$ cat config.mk
export PLATFORM = sky130hd
export DESIGN_NAME = audio_loudness_duration_monitor
export DESIGN_NICKNAME = d
export VERILOG_FILES = /design/src/rtl/aldm_pkg.sv /design/src/rtl/audio_loudness_duration_monitor.sv /design/src/rtl/aldm_accum.sv /design/src/rtl/aldm_scale.sv /design/src/rtl/aldm_track.sv
export SDC_FILE = /design/constraint.sdc
export NUM_CORES = 1
export LEC_CHECK = 0
export ABC_AREA = 0
export BUFFER_PORTS_ARGS = -buffer_cell sky130_fd_sc_hd__buf_2
export CAP_MARGIN = 5
export CORE_ASPECT_RATIO = 1.1
export CORE_MARGIN = 4
export CORE_UTILIZATION = 45
export CTS_CLUSTER_SIZE = 30
export DETAILED_ROUTE_END_ITERATION = 16
export SKIP_CTS_REPAIR_TIMING = 1
export SLEW_MARGIN = 25
export SYNTH_ARGS = -nofsm -noshare
export SYNTH_HDL_FRONTEND = slang
export SYNTH_SLANG_ARGS = --single-unit
export TNS_END_PERCENT = 10
$ cat constraint.sdc
create_clock -name clk -period 12 [get_ports clk]
set_input_delay 2.4 -clock clk [delete_from_list [all_inputs] [get_ports clk]]
set_output_delay 2.4 -clock clk [all_outputs]
set_load 0.01 [all_outputs]
$ cat src/rtl/aldm_pkg.sv
// ----------------------------------------------------------------------------
// aldm_pkg
// Shared types and constants for the audio loudness duration monitor.
// ----------------------------------------------------------------------------
package aldm_pkg;

  localparam int unsigned SAMPLE_W = 16;
  localparam int unsigned TIME_W   = 48;
  localparam int unsigned THR_W    = 16;

  localparam logic [THR_W-1:0] THRESHOLD_RESET = 16'd2500;

  typedef struct packed {
    logic signed [SAMPLE_W-1:0] sample;
    logic                       block_end;
    logic [TIME_W-1:0]          time_ms;
  } aldm_in_t;

  typedef struct packed {
    logic              is_loud;
    logic [TIME_W-1:0] loud_total_ms;
  } aldm_out_t;

endpackage

$ cat src/rtl/audio_loudness_duration_monitor.sv
// ----------------------------------------------------------------------------
// audio_loudness_duration_monitor
// Mean absolute level detector over sample blocks with loud-time accounting.
// ----------------------------------------------------------------------------
//  channel   ports                          direction  transfer when
//  input     in_valid/in_ready/in_data      in         in_valid && in_ready
//  result    out_valid/out_ready/out_data   out        out_valid && out_ready
//  config    cfg_we/cfg_wdata               in         cfg_we
//
//  One sample per cycle while in_ready is high; a closing sample's result
//  reaches out_valid through the accumulate, bound multiply and loudness
//  update registers, in that order.
//  Samples that do not close a block produce no result.
//  Each stage moves when the stage after it is empty or being drained, so a
//  stalled result holds the pipe only once all three registers are full.
//  Synchronous reset clears block sums, loud state, the total and the
//  threshold (to 2500).
// ----------------------------------------------------------------------------
module audio_loudness_duration_monitor #(
  parameter int unsigned MAX_BLOCK = 1024
) (
  input  logic                            clk,
  input  logic                            rst_n,
  input  logic                            in_valid,
  output logic                            in_ready,
  input  aldm_pkg::aldm_in_t              in_data,
  output logic                            out_valid,
  input  logic                            out_ready,
  output aldm_pkg::aldm_out_t             out_data,
  input  logic                            cfg_we,
  input  logic [aldm_pkg::THR_W-1:0]      cfg_wdata
);
  import aldm_pkg::*;

  localparam int unsigned CNT_W  = $clog2(MAX_BLOCK + 1);
  localparam int unsigned SUM_W  = SAMPLE_W + CNT_W;
  localparam int unsigned PROD_W = THR_W + 1 + CNT_W;

  logic [THR_W-1:0]  threshold_r, threshold_nxt;

  logic              cls_valid, cls_ready;
  logic [SUM_W-1:0]  cls_sum;
  logic [CNT_W-1:0]  cls_cnt;
  logic [TIME_W-1:0] cls_time;

  logic              scl_valid, scl_ready;
  logic [SUM_W-1:0]  scl_sum;
  logic [PROD_W-1:0] scl_bound;
  logic [TIME_W-1:0] scl_time;

  assign threshold_nxt = cfg_we ? cfg_wdata : threshold_r;

  always_ff @(posedge clk) begin
    if (!rst_n) begin
      threshold_r <= THRESHOLD_RESET;
    end else begin
      threshold_r <= threshold_nxt;
    end
  end

  aldm_accum #(
    .MAX_BLOCK (MAX_BLOCK),
    .CNT_W     (CNT_W),
    .SUM_W     (SUM_W)
  ) u_accum (
    .clk       (clk),
    .rst_n     (rst_n),
    .in_valid  (in_valid),
    .in_ready  (in_ready),
    .in_data   (in_data),
    .cls_valid (cls_valid),
    .cls_ready (cls_ready),
    .cls_sum   (cls_sum),
    .cls_cnt   (cls_cnt),
    .cls_time  (cls_time)
  );

  aldm_scale #(
    .CNT_W  (CNT_W),
    .SUM_W  (SUM_W),
    .PROD_W (PROD_W)
  ) u_scale (
    .clk       (clk),
    .rst_n     (rst_n),
    .threshold (threshold_r),
    .up_valid  (cls_valid),
    .up_ready  (cls_ready),
    .up_sum    (cls_sum),
    .up_cnt    (cls_cnt),
    .up_time   (cls_time),
    .dn_valid  (scl_valid),
    .dn_ready  (scl_ready),
    .dn_sum    (scl_sum),
    .dn_bound  (scl_bound),
    .dn_time   (scl_time)
  );

  aldm_track #(
    .SUM_W  (SUM_W),
    .PROD_W (PROD_W)
  ) u_track (
    .clk       (clk),
    .rst_n     (rst_n),
    .up_valid  (scl_valid),
    .up_ready  (scl_ready),
    .up_sum    (scl_sum),
    .up_bound  (scl_bound),
    .up_time   (scl_time),
    .out_valid (out_valid),
    .out_ready (out_ready),
    .out_data  (out_data)
  );

endmodule

$ cat src/rtl/aldm_accum.sv
// ----------------------------------------------------------------------------
// aldm_accum
// Sums sample magnitudes over a block and emits the closed block's sum,
// sample count and closing time.
// ----------------------------------------------------------------------------
module aldm_accum #(
  parameter int unsigned MAX_BLOCK = 1024,
  parameter int unsigned CNT_W     = 11,
  parameter int unsigned SUM_W     = 27
) (
  input  logic                          clk,
  input  logic                          rst_n,
  input  logic                          in_valid,
  output logic                          in_ready,
  input  aldm_pkg::aldm_in_t            in_data,
  output logic                          cls_valid,
  input  logic                          cls_ready,
  output logic [SUM_W-1:0]              cls_sum,
  output logic [CNT_W-1:0]              cls_cnt,
  output logic [aldm_pkg::TIME_W-1:0]   cls_time
);
  import aldm_pkg::*;

  logic [SUM_W-1:0]    level_sum_r, level_sum_nxt;
  logic [CNT_W-1:0]    block_count_r, block_count_nxt;
  logic                cls_valid_r, cls_valid_nxt;
  logic [SUM_W-1:0]    cls_sum_r;
  logic [CNT_W-1:0]    cls_cnt_r;
  logic [TIME_W-1:0]   cls_time_r;

  logic [SAMPLE_W-1:0] raw;
  logic [SAMPLE_W-1:0] mag;
  logic [SUM_W-1:0]    sum_inc;
  logic [CNT_W-1:0]    cnt_inc;
  logic                close;
  logic                in_xfer;

  assign in_ready = !cls_valid_r || cls_ready;
  assign in_xfer  = in_valid && in_ready;

  // most negative sample wraps to 0x8000, read unsigned as 32768
  assign raw     = in_data.sample;
  assign mag     = raw[SAMPLE_W-1] ? (~raw + 1'b1) : raw;
  assign sum_inc = level_sum_r + SUM_W'(mag);
  assign cnt_inc = block_count_r + 1'b1;
  assign close   = in_data.block_end || (cnt_inc == CNT_W'(MAX_BLOCK));

  always_comb begin
    level_sum_nxt   = level_sum_r;
    block_count_nxt = block_count_r;
    cls_valid_nxt   = cls_valid_r;
    if (in_xfer) begin
      cls_valid_nxt = close;
      if (close) begin
        level_sum_nxt   = '0;
        block_count_nxt = '0;
      end else begin
        level_sum_nxt   = sum_inc;
        block_count_nxt = cnt_inc;
      end
    end else if (cls_ready) begin
      cls_valid_nxt = 1'b0;
    end
  end

  always_ff @(posedge clk) begin
    if (!rst_n) begin
      level_sum_r   <= '0;
      block_count_r <= '0;
      cls_valid_r   <= 1'b0;
    end else begin
      level_sum_r   <= level_sum_nxt;
      block_count_r <= block_count_nxt;
      cls_valid_r   <= cls_valid_nxt;
    end
  end

  always_ff @(posedge clk) begin
    if (in_xfer && close) begin
      cls_sum_r  <= sum_inc;
      cls_cnt_r  <= cnt_inc;
      cls_time_r <= in_data.time_ms;
    end
  end

  assign cls_valid = cls_valid_r;
  assign cls_sum   = cls_sum_r;
  assign cls_cnt   = cls_cnt_r;
  assign cls_time  = cls_time_r;

endmodule

$ cat src/rtl/aldm_scale.sv
// ----------------------------------------------------------------------------
// aldm_scale
// Forms the loudness bound (threshold + 1) * count for a closed block.
// ----------------------------------------------------------------------------
module aldm_scale #(
  parameter int unsigned CNT_W  = 11,
  parameter int unsigned SUM_W  = 27,
  parameter int unsigned PROD_W = 28
) (
  input  logic                          clk,
  input  logic                          rst_n,
  input  logic [aldm_pkg::THR_W-1:0]    threshold,
  input  logic                          up_valid,
  output logic                          up_ready,
  input  logic [SUM_W-1:0]              up_sum,
  input  logic [CNT_W-1:0]              up_cnt,
  input  logic [aldm_pkg::TIME_W-1:0]   up_time,
  output logic                          dn_valid,
  input  logic                          dn_ready,
  output logic [SUM_W-1:0]              dn_sum,
  output logic [PROD_W-1:0]             dn_bound,
  output logic [aldm_pkg::TIME_W-1:0]   dn_time
);
  import aldm_pkg::*;

  logic                dn_valid_r, dn_valid_nxt;
  logic [SUM_W-1:0]    sum_r;
  logic [PROD_W-1:0]   bound_r;
  logic [TIME_W-1:0]   time_r;
  logic [THR_W:0]      thr_p1;
  logic [PROD_W-1:0]   bound;
  logic                up_xfer;

  assign up_ready = !dn_valid_r || dn_ready;
  assign up_xfer  = up_valid && up_ready;

  assign thr_p1 = {1'b0, threshold} + 1'b1;
  assign bound  = PROD_W'(thr_p1) * PROD_W'(up_cnt);

  always_comb begin
    dn_valid_nxt = dn_valid_r;
    if (up_xfer) begin
      dn_valid_nxt = 1'b1;
    end else if (dn_ready) begin
      dn_valid_nxt = 1'b0;
    end
  end

  always_ff @(posedge clk) begin
    if (!rst_n) begin
      dn_valid_r <= 1'b0;
    end else begin
      dn_valid_r <= dn_valid_nxt;
    end
  end

  always_ff @(posedge clk) begin
    if (up_xfer) begin
      sum_r   <= up_sum;
      bound_r <= bound;
      time_r  <= up_time;
    end
  end

  assign dn_valid = dn_valid_r;
  assign dn_sum   = sum_r;
  assign dn_bound = bound_r;
  assign dn_time  = time_r;

endmodule

$ cat src/rtl/aldm_track.sv
// ----------------------------------------------------------------------------
// aldm_track
// Decides loudness per block, follows loud periods and keeps the running
// loud total; holds the result register.
// ----------------------------------------------------------------------------
module aldm_track #(
  parameter int unsigned SUM_W  = 27,
  parameter int unsigned PROD_W = 28
) (
  input  logic                          clk,
  input  logic                          rst_n,
  input  logic                          up_valid,
  output logic                          up_ready,
  input  logic [SUM_W-1:0]              up_sum,
  input  logic [PROD_W-1:0]             up_bound,
  input  logic [aldm_pkg::TIME_W-1:0]   up_time,
  output logic                          out_valid,
  input  logic                          out_ready,
  output aldm_pkg::aldm_out_t           out_data
);
  import aldm_pkg::*;

  logic              loud_now_r, loud_now_nxt;
  logic [TIME_W-1:0] loud_since_r, loud_since_nxt;
  logic [TIME_W-1:0] loud_accum_r, loud_accum_nxt;
  logic              out_valid_r, out_valid_nxt;
  aldm_out_t         out_data_r;
  logic              loud;
  logic              up_xfer;

  assign up_ready = !out_valid_r || out_ready;
  assign up_xfer  = up_valid && up_ready;

  assign loud = PROD_W'(up_sum) >= up_bound;

  always_comb begin
    loud_now_nxt   = loud_now_r;
    loud_since_nxt = loud_since_r;
    loud_accum_nxt = loud_accum_r;
    out_valid_nxt  = out_valid_r;
    if (up_xfer) begin
      out_valid_nxt = 1'b1;
      if (loud && !loud_now_r) begin
        loud_now_nxt   = 1'b1;
        loud_since_nxt = up_time;
      end else if (!loud && loud_now_r) begin
        // elapsed time and total both wrap at 48 bits
        loud_now_nxt   = 1'b0;
        loud_since_nxt = '0;
        loud_accum_nxt = loud_accum_r + up_time - loud_since_r;
      end
    end else if (out_ready) begin
      out_valid_nxt = 1'b0;
    end
  end

  always_ff @(posedge clk) begin
    if (!rst_n) begin
      loud_now_r   <= 1'b0;
      loud_since_r <= '0;
      loud_accum_r <= '0;
      out_valid_r  <= 1'b0;
    end else begin
      loud_now_r   <= loud_now_nxt;
      loud_since_r <= loud_since_nxt;
      loud_accum_r <= loud_accum_nxt;
      out_valid_r  <= out_valid_nxt;
    end
  end

  always_ff @(posedge clk) begin
    if (up_xfer) begin
      out_data_r.is_loud       <= loud;
      out_data_r.loud_total_ms <= loud_accum_nxt;
    end
  end

  assign out_valid = out_valid_r;
  assign out_data  = out_data_r;

endmodule

==> results.cfg, run 1 <==
[logic_synthesis]
syn_nets = 3054
yosysSeqAreaShare_pct = 39.5
synth_ff_type = edfxtp_1
synth_top_area_share_pct = 27.6
yosysWarnings = 0
synth-async-reset-ratio_pct = 0
synth-edff-count = 238
ys_types = 83
yosys_register_bits = 392
syn_avg_cell_area_um2 = 9.86
netlist_area_um2 = 25900
synth_area_leader_cell = edfxtp_1
synth_area_leaders = edfxtp_1, fa_1, dfxtp_1
syn_inst = 2624

[cells_and_area]
syn2layout_area_growth_pct = 10.8
fin_nets = 3141
finalInstanceArea_um2 = 28700
instances_no_fill = 3488
diodes = 0
drive_gt1_share_pct = 9.73

[setup_path]
crit_top_cell = fa_1
max_stage_delay_ns = 0.84
worstSetupEndpointType = flip-flop
path_cells = ha_1 -> and3_1 -> nand3_1 -> xnor2_1 -> nand2_1 -> fa_1 -> inv_1 -> fa_1 -> fa_1 -> fa_1 -> inv_1 -> fa_1 -> inv_1 -> ha_1 -> a21oi_1 -> nor2b_1 -> o21ai_0 -> o21ai_0 -> o32ai_1 -> o21ai_0 -> a211oi_1 -> nor2_1
crit_start = threshold_r[0]
cp_top_family = adder cells
cpMaxStageDelayCell = xnor2_1
startpoint_type = flip-flop
regToRegStartpoint = threshold_r[0]
critPathMaxFanout = 16
critPathBufInv = 3
path_class = flip-flop to flip-flop
arrival_ns = 7.88
worst_ep_required_time_ns = 12.30

[clock_network]
cts_max_level = 2
max-clock-path-buffers = 3
numCtsBuffers = 42
cts_tree = yes
cts_num_sinks = 392
clock_latency_ns = 0.57
clk_pin_slew_ns = 0.07
cts_root_buf = clkbuf_16

[route]
routed_wl_um = 60500
vias_per_cell = 5.34
final_antenna_net_count = 0
drtIter0Drc = 1208
vias = 18600
remaining_drc_errors = 0
drtPass1Iterations = 5
wl_per_cell_um = 17.3

[floorplan]
core_area_um2 = 56500
io_pins = 137
dieArea_um2 = 61400
rows = 91
die-width_um = 237
start_util_pct = 45.8
die_h_um = 259

[sta]
setup_viol = 0
slew_headroom_pct = 26.1
fin_setup_tns_ns = 0
tightest_slew_ns = 1.10
hold_viol = 0
fin_skew_ns = 0.0233
fin_crit_sh_pct = 63.2
finalMaxSlewViolations = 0
max_freq_ghz = 0.132
fin_crit_ns = 7.58
rsz0062_at_grt = no

[power]
total_power_w = 0.00373
cellPowerDensity_nw_per_um2 = 130
leakagePower_nw = 12.3
peakVddDrop_v = 0.000119

[run]
maxCapViolCount = 0

[place]
dp_hpwl_um = 43900
dpl-instance-area_um2 = 27200
dp.cells = 3411
port_buffers = 136
routabilityCongestion = 0.905

[grt]
grt_pass1_vias = 19000
grt_pass1_wl_um = 99300
gr-total-overflow = 0
grt_use_total_pct = 19.6
antenna_found_initial = 0
grt_max_degree = 78

[worst_hold_path]
hold_start = u_accum.cls_sum[23]
hp-class = flip-flop to flip-flop

[run_status]
status = finished, final reports clean
[path summary, 6_finish.rpt]
path | end | slack (ns) | cells after the start
min reg2reg | u_scale.dn_sum[23] | 0.41 | 0
min | u_scale.dn_sum[23] | 0.41 | 0
max | u_scale.dn_bound[24] | 4.42 | 22
max reg2reg | u_scale.dn_bound[24] | 4.42 | 22
[stage by stage]
step | utilization (%) | hold slack, ns | setup slack [ns]
2_1_floorplan | - | 0.400 | 1.34
3_3_place_gp | 48.1 | 0.401 | 4.53
3_5_place_dp | 48.1 | 0.405 | 4.45
4_1_cts | 50.7 | 0.404 | 4.47
5_1_grt | 50.8 | 0.417 | 4.00
6_report | 50.8 | 0.407 | 4.42
[cells in the mapped netlist, types with 4 or more instances]
master	count
a2111oi_0	5
a211oi_1	17
a21boi_0	4
a21o_1	37
a21oi_1	168
a22oi_1	13
a31o_2	4
a31oi_1	25
and2_1	113
and3_1	18
and4_1	5
buf_2	8
buf_4	5
clkbuf_1	89
dfxtp_1	154
edfxtp_1	238
fa_1	182
ha_1	162
inv_1	413
mux2i_1	31
nand2_1	273
nand2b_1	17
nand3_1	113
nand3b_1	7
nand4_1	27
nor2_1	101
nor2b_1	14
nor3_1	29
o211ai_1	14
o21a_1	16
o21ai_0	83
o21ai_1	5
o21bai_1	20
o31ai_1	8
o41ai_1	4
or3_1	14
or4_1	8
xnor2_1	74
xor2_1	37
[cell families after synthesis]
| logic type | share of synthesized area, % |
|---|---|
| and+or+nand+nor | 14.3 |
| buffers and inverters | 7.81 |
| AOI/OAI and AO/OA | 11.4 |
| DFF | 39.5 |
| adders and majority gates | 21.9 |
| xor gates and xnor gates | 3.76 |
| muxes | 1.29 |
[flip-flops by register name, summed over array words and instances (netlist names), 27 cells and up]
| signal | cells |
|---|---|
| u_track.out_data | 49 |
| u_accum.level_sum_r | 27 |
| u_scale.dn_time | 48 |
| u_scale.dn_bound | 28 |
| u_accum.cls_sum | 27 |
| u_accum.cls_time | 48 |
| u_scale.dn_sum | 27 |
| u_track.loud_since_r | 48 |
| u_track.loud_accum_r | 48 |
[layout by cell type, fill, tap and decap left out, types with 16 or more instances in the layout]
| cell | n |
|---|---|
| a211oi_1 | 17 |
| a21o_1 | 37 |
| a21oi_1 | 168 |
| a31oi_1 | 25 |
| and2_1 | 113 |
| and3_1 | 18 |
| buf_2 | 136 |
| buf_4 | 16 |
| clkbuf_16 | 44 |
| dfxtp_1 | 154 |
| edfxtp_1 | 238 |
| fa_1 | 182 |
| ha_1 | 161 |
| inv_1 | 411 |
| mux2i_1 | 31 |
| nand2_1 | 273 |
| nand2b_1 | 16 |
| nand3_1 | 113 |
| nand4_1 | 27 |
| nor2_1 | 100 |
| nor3_1 | 29 |
| o21a_1 | 16 |
| o21ai_0 | 83 |
| o21bai_1 | 20 |
| xnor2_1 | 70 |
| xor2_1 | 35 |
[metal layers]
layer | global-route usage [%] | routed length (µm)
met2 | 32.9 | 28900
met4 | 5.08 | 1320
met5 | 0 | 0
met1 | 26.9 | 27500
met3 | 3.02 | 2840
[report_power, final]
| group | internal [W] | leakage, nW | switching [W] |
|---|---|---|---|
| Combinational | 0.000333 | 8.16 | 0.000491 |
| Clock | 0.000804 | 0.705 | 0.000559 |
| Sequential | 0.00151 | 3.43 | 0.0000266 |
[final cells by class]
class	instances	area (µm²)
Clock buffer	52	1160
Clock inverter	25	295
Fill cell	5227	27800
Inverter	415	1560
Multi-Input combinational cell	1708	13700
Sequential cell	392	10200
Tap cell	744	931
Timing Repair Buffer	152	801
(Power assumes the default switching activity.)
==> run 2, diff against run 1 <==
- clock period: 12 -> 7.7 ns (I/O delays scaled with it)
==> run 2 against run 1 <==
  * Non-clock buffer count increased by 15
  * First-iteration DRC count increased by 7.0%
  * Largest cell class unchanged
  * Highest routed layer unchanged
  * Critical path depth decreased by 1
  * Fmax increased by 10%
  * Critical path type unchanged
  * Via count increased by 1.1%
==> results.cfg, run 2 (synthesized netlist as in run 1, its figures left out) <==
[cells_and_area]
syn2layout_area_growth_pct = 10.9
drive_gt1_share_pct = 9.97
final_cell_mix = inv_1, nand2_1, edfxtp_1, fa_1, a21oi_1
largest_reg_flops = 49
mostFrequentLayoutCell = inv_1
final_core_util_pct = 50.8
instances_no_fill = 3503
fin_nets = 3156

[run_status]
status = finished, final reports clean

[worst_hold_path]
hold-path-cell-count = 0
hp-class = flip-flop to flip-flop
hold_start = u_accum.cls_sum[18]
min_to = u_scale.dn_sum[18]

[power]
cellPowerDensity_nw_per_um2 = 200
peakVddDrop_v = 0.000156
leakagePower_nw = 12.3

[route]
remaining_drc_errors = 0
wl_per_cell_um = 17.4
vias = 18800
final_antenna_net_count = 0
drtIter0Drc = 1293
drtPass1Iterations = 6
met2_length_um = 29100
vias_per_cell = 5.38
routed_wl_um = 61000
routed.top_layer = met4
met3RoutedLength_um = 2930
drt-met1-wl_um = 27300

[sta]
finalMaxSlewViolations = 0
rsz0062_at_grt = no
hold_viol = 0
fin_crit_ns = 6.87
fin_skew_ns = 0.0456
tightest_slew_ns = 0.955
fin_crit_sh_pct = 89.2
fin_setup_tns_ns = 0
setup_viol = 0
max_freq_ghz = 0.146
slew_headroom_pct = 36.1

[place]
dp_hpwl_um = 44000
dp.cells = 3426
port_buffers = 136
routabilityCongestion = 0.905

[setup_path]
startpoint_type = flip-flop
reg2regPathDepth = 21
worst_r2r_endpoint = u_scale.dn_bound[26]
arrival_ns = 7.23
worst_ep_required_time_ns = 8.06
critPathMaxFanout = 7
worstSetupEndpointType = flip-flop
regToRegStartpoint = threshold_r[1]
path_class = flip-flop to flip-flop
r2r_slack_ns = 0.83

[clock_network]
cts_root_buf = clkbuf_16
cts_max_level = 2
numCtsBuffers = 42
cts_num_sinks = 392
max-clock-path-buffers = 3
clk_pin_slew_ns = 0.06
clock_latency_ns = 0.58
cts_tree = yes

[grt]
gr-total-overflow = 0
antenna_found_initial = 0
grt_use_total_pct = 19.9
grt_pass1_vias = 19300
grt_max_degree = 90
grt_pass1_wl_um = 100000

[floorplan]
io_pins = 137
start_util_pct = 45.8
die_h_um = 259
dieArea_um2 = 61400
die-width_um = 237
core_area_um2 = 56500
rows = 91

[run]
maxCapViolCount = 0
run 2: changes by cell type in the layout (fill, tap and decap cells not counted), sizes merged:
cell,delta
inv,-1
buf,+15
clkinvlp,+1
clkbuf,-2
clkinv,+2
diode,+1
bufinv,-1
run 2: final cells by class:
| class | instances | area, µm² |
|---|---|---|
| Multi-Input combinational cell | 1708 | 13600 |
| Fill cell | 5181 | 27800 |
| Tap cell | 744 | 931 |
| Timing Repair Buffer | 167 | 917 |
| Antenna cell | 1 | 2.50 |
| Clock buffer | 50 | 1130 |
| Inverter | 415 | 1560 |
| Clock inverter | 26 | 260 |
| Sequential cell | 392 | 10200 |
run 2: worst max-delay path by stage:
stage                   start                   end  slack (ns)  depth (start not counted)
6_report       threshold_r[1]  u_scale.dn_bound[26]        0.83                         21
5_1_grt        threshold_r[1]  u_scale.dn_bound[24]        0.31                         22
4_1_cts        threshold_r[1]  u_scale.dn_bound[26]        0.78                         21
3_5_place_dp   threshold_r[1]  u_scale.dn_bound[26]        0.77                         21
3_3_place_gp   threshold_r[1]  u_scale.dn_bound[24]        1.01                         22
2_1_floorplan       out_ready   u_scale.dn_bound[0]        0.62                          2
run 2: power by group:
group	total, W	switching, W	leakage [nW]	internal [W]
clock	0.00205	0.000861	0.676	0.00119
combinational	0.00131	0.000780	8.21	0.000525
sequential	0.00240	0.0000380	3.43	0.00236
run 2: per-layer routing:
metal,vias up,GRT usage [%]
li1,9012,-
met1,9259,26.9
met2,460,33.3
met3,108,3.12
met4,0,5.90
met5,-,0
run 2: critical path: stages, from the launching register on:
cell and delay (ns):
dfxtp_1 0.40, ha_1 0.22, and3_1 0.29, xor2_1 0.52
buf_4 0.24, nand2_1 0.08, fa_1 0.58, fa_1 0.44
fa_1 0.50, inv_1 0.06, fa_1 0.54, inv_1 0.06
fa_1 0.53, inv_1 0.04, ha_1 0.34, a211oi_1 0.25
nand2_1 0.09, a21oi_1 0.20, nor3_1 0.11, o32ai_1 0.59
o31ai_1 0.23, o311ai_0 0.35
run 2: per-stage QoR:
step | hold WS, ns | total power [W] | worst slack (ns) | area [µm²]
floorplan | 0.400 | 0.00339 | 0.624 | 25900
global placement | 0.401 | 0.00370 | 1.01 | 27300
detailed placement | 0.405 | 0.00373 | 0.774 | 27300
CTS | 0.394 | 0.00582 | 0.776 | 28700
global route | 0.388 | 0.00609 | 0.307 | 28700
finish | 0.397 | 0.00575 | 0.834 | 28700
==> run 3, diff against run 2 <==
- CORE_UTILIZATION: 45 -> 35
==> run 3 against run 2 <==
  * Total power is 3.5% higher
  * Fmax increased by 3.4%
  * Sequential share of layout area down 0.58 points
  * Global-route usage decreased by 4.4 points
==> results.cfg, run 3 (synthesized netlist as in run 1, its figures left out) <==
[cells_and_area]
largest_reg_flops = 49
syn2layout_area_growth_pct = 12.7
drive_gt1_share_pct = 9.86
diodes = 0
finalInstanceArea_um2 = 29200
instances_no_fill = 3723
fin_nets = 3161
final_cell_mix = inv_1, nand2_1, edfxtp_1, fa_1, a21oi_1
mostFrequentLayoutCell = inv_1

[sta]
fin_crit_ns = 6.64
fin_crit_sh_pct = 86.2
setup_viol = 0
max_freq_ghz = 0.151
finalMaxSlewViolations = 0
slew_headroom_pct = 32.9
hold_viol = 0
fin_setup_tns_ns = 0
fin_skew_ns = 0.0265
tightest_slew_ns = 1.00
rsz0062_at_grt = no

[route]
wl_per_cell_um = 16.4
remaining_drc_errors = 0
vias_per_cell = 4.90
final_antenna_net_count = 0
drtPass1Iterations = 5
vias = 18300
drtIter0Drc = 975
routed_wl_um = 61000

[setup_path]
worst_ep_required_time_ns = 8.03
path_cells = and3_1 -> and2_0 -> and3_1 -> nand4_1 -> xnor2_1 -> buf_4 -> nand2_1 -> fa_1 -> inv_1 -> fa_1 -> inv_1 -> fa_1 -> fa_1 -> fa_1 -> inv_1 -> ha_1 -> a21o_1 -> a21oi_1 -> nor2_1 -> o41ai_1 -> nand4b_1 -> a311o_1 -> a21oi_1 -> xnor2_1
arrival_ns = 6.97
crit_start = threshold_r[2]
cp_top_family = adder cells
max_stage_delay_ns = 0.54
cpMaxStageDelayCell = fa_1
reg2regPathDepth = 24
regToRegStartpoint = threshold_r[2]
startpoint_type = flip-flop
worstSetupEndpointType = flip-flop
critPathBufInv = 4
path_class = flip-flop to flip-flop
crit_cells = 24
critPathMaxFanout = 7
crit_top_cell = fa_1

[power]
leakagePower_nw = 12.4
cellPowerDensity_nw_per_um2 = 204
peakVddDrop_v = 0.000211

[grt]
grt_use_total_pct = 15.5
antenna_found_initial = 0
grt_pass1_wl_um = 98300
gr-total-overflow = 0
grt_max_degree = 72
grt_pass1_vias = 18500

[floorplan]
start_util_pct = 35.3
die-width_um = 267
dieArea_um2 = 78300
io_pins = 137
die_h_um = 293
rows = 104
core_area_um2 = 73300

[run_status]
status = finished, final reports clean

[worst_hold_path]
hp-class = flip-flop to flip-flop
hold-path-cell-count = 0
hold_start = u_accum.cls_time[40]

[clock_network]
cts_max_level = 2
clk_pin_slew_ns = 0.06
cts_tree = yes
cts_num_sinks = 392
numCtsBuffers = 47
max-clock-path-buffers = 3
cts_root_buf = clkbuf_16
clock_latency_ns = 0.59

[place]
port_buffers = 136
dp.cells = 3636
routabilityCongestion = 0.876
dpl-instance-area_um2 = 27500
dp_hpwl_um = 45100

[run]
maxCapViolCount = 0
-- run 3: cell types whose count changed in the layout (fill, tap and decap cells not counted) --
cell | before | now
clkinv_4 | 1 | 0
clkbuf_16 | 42 | 48
bufinv_16 | 4 | 6
clkinvlp_4 | 5 | 2
clkinv_2 | 9 | 3
inv_16 | 0 | 1
clkinv_8 | 1 | 0
clkbuf_1 | 3 | 14
clkinv_16 | 0 | 1
clkinv_1 | 4 | 6
diode_2 | 1 | 0
clkbuf_8 | 5 | 4
-- run 3: stage by stage --
step / hold slack (ns) / utilization [%] / worst slack (ns) / power (W)
5_1_grt: 0.423 / 39.8 / 0.549 / 0.00632
3_5_place_dp: 0.405 / 37.6 / 1.08 / 0.00374
3_3_place_gp: 0.401 / 37.6 / 1.17 / 0.00372
2_1_floorplan: 0.400 / - / 0.624 / 0.00339
6_report: 0.416 / 39.8 / 1.06 / 0.00595
4_1_cts: 0.418 / 39.8 / 1.06 / 0.00605
-- run 3: final cells by class --
class	count	area (µm²)
multi-input cells	1708	13600
flip-flops and latches	392	10200
fillers	7222	44100
repair buffers	167	917
clock inverters	21	300
inverters	415	1560
well taps	954	1190
clock buffers	66	1310
-- run 3: report_power, final --
group | switching [W] | leakage, nW | total [W] | internal (W)
registers | 0.0000371 | 3.43 | 0.00240 | 0.00236
clock network | 0.000875 | 0.773 | 0.00227 | 0.00139
logic | 0.000765 | 8.20 | 0.00128 | 0.000519
-- run 3: path summary, 6_finish.rpt --
kind                                        endpoint  slack [ns]
worst max-delay path            u_scale.dn_bound[27]        1.06
worst min-delay path             u_scale.dn_time[40]        0.42
worst max register to register  u_scale.dn_bound[27]        1.06
worst min register to register   u_scale.dn_time[40]        0.42
-- run 3: layer usage --
| layer | GRT usage, % | vias to the layer above | wire (µm) |
|---|---|---|---|
| met1 | 20.2 | 8832 | 27300 |
| met2 | 27.2 | 349 | 30100 |
| met4 | 4.05 | 0 | 1180 |
| li1 | - | 9012 | - |
| met3 | 2.14 | 63 | 2490 |
| met5 | 0 | - | 0 |
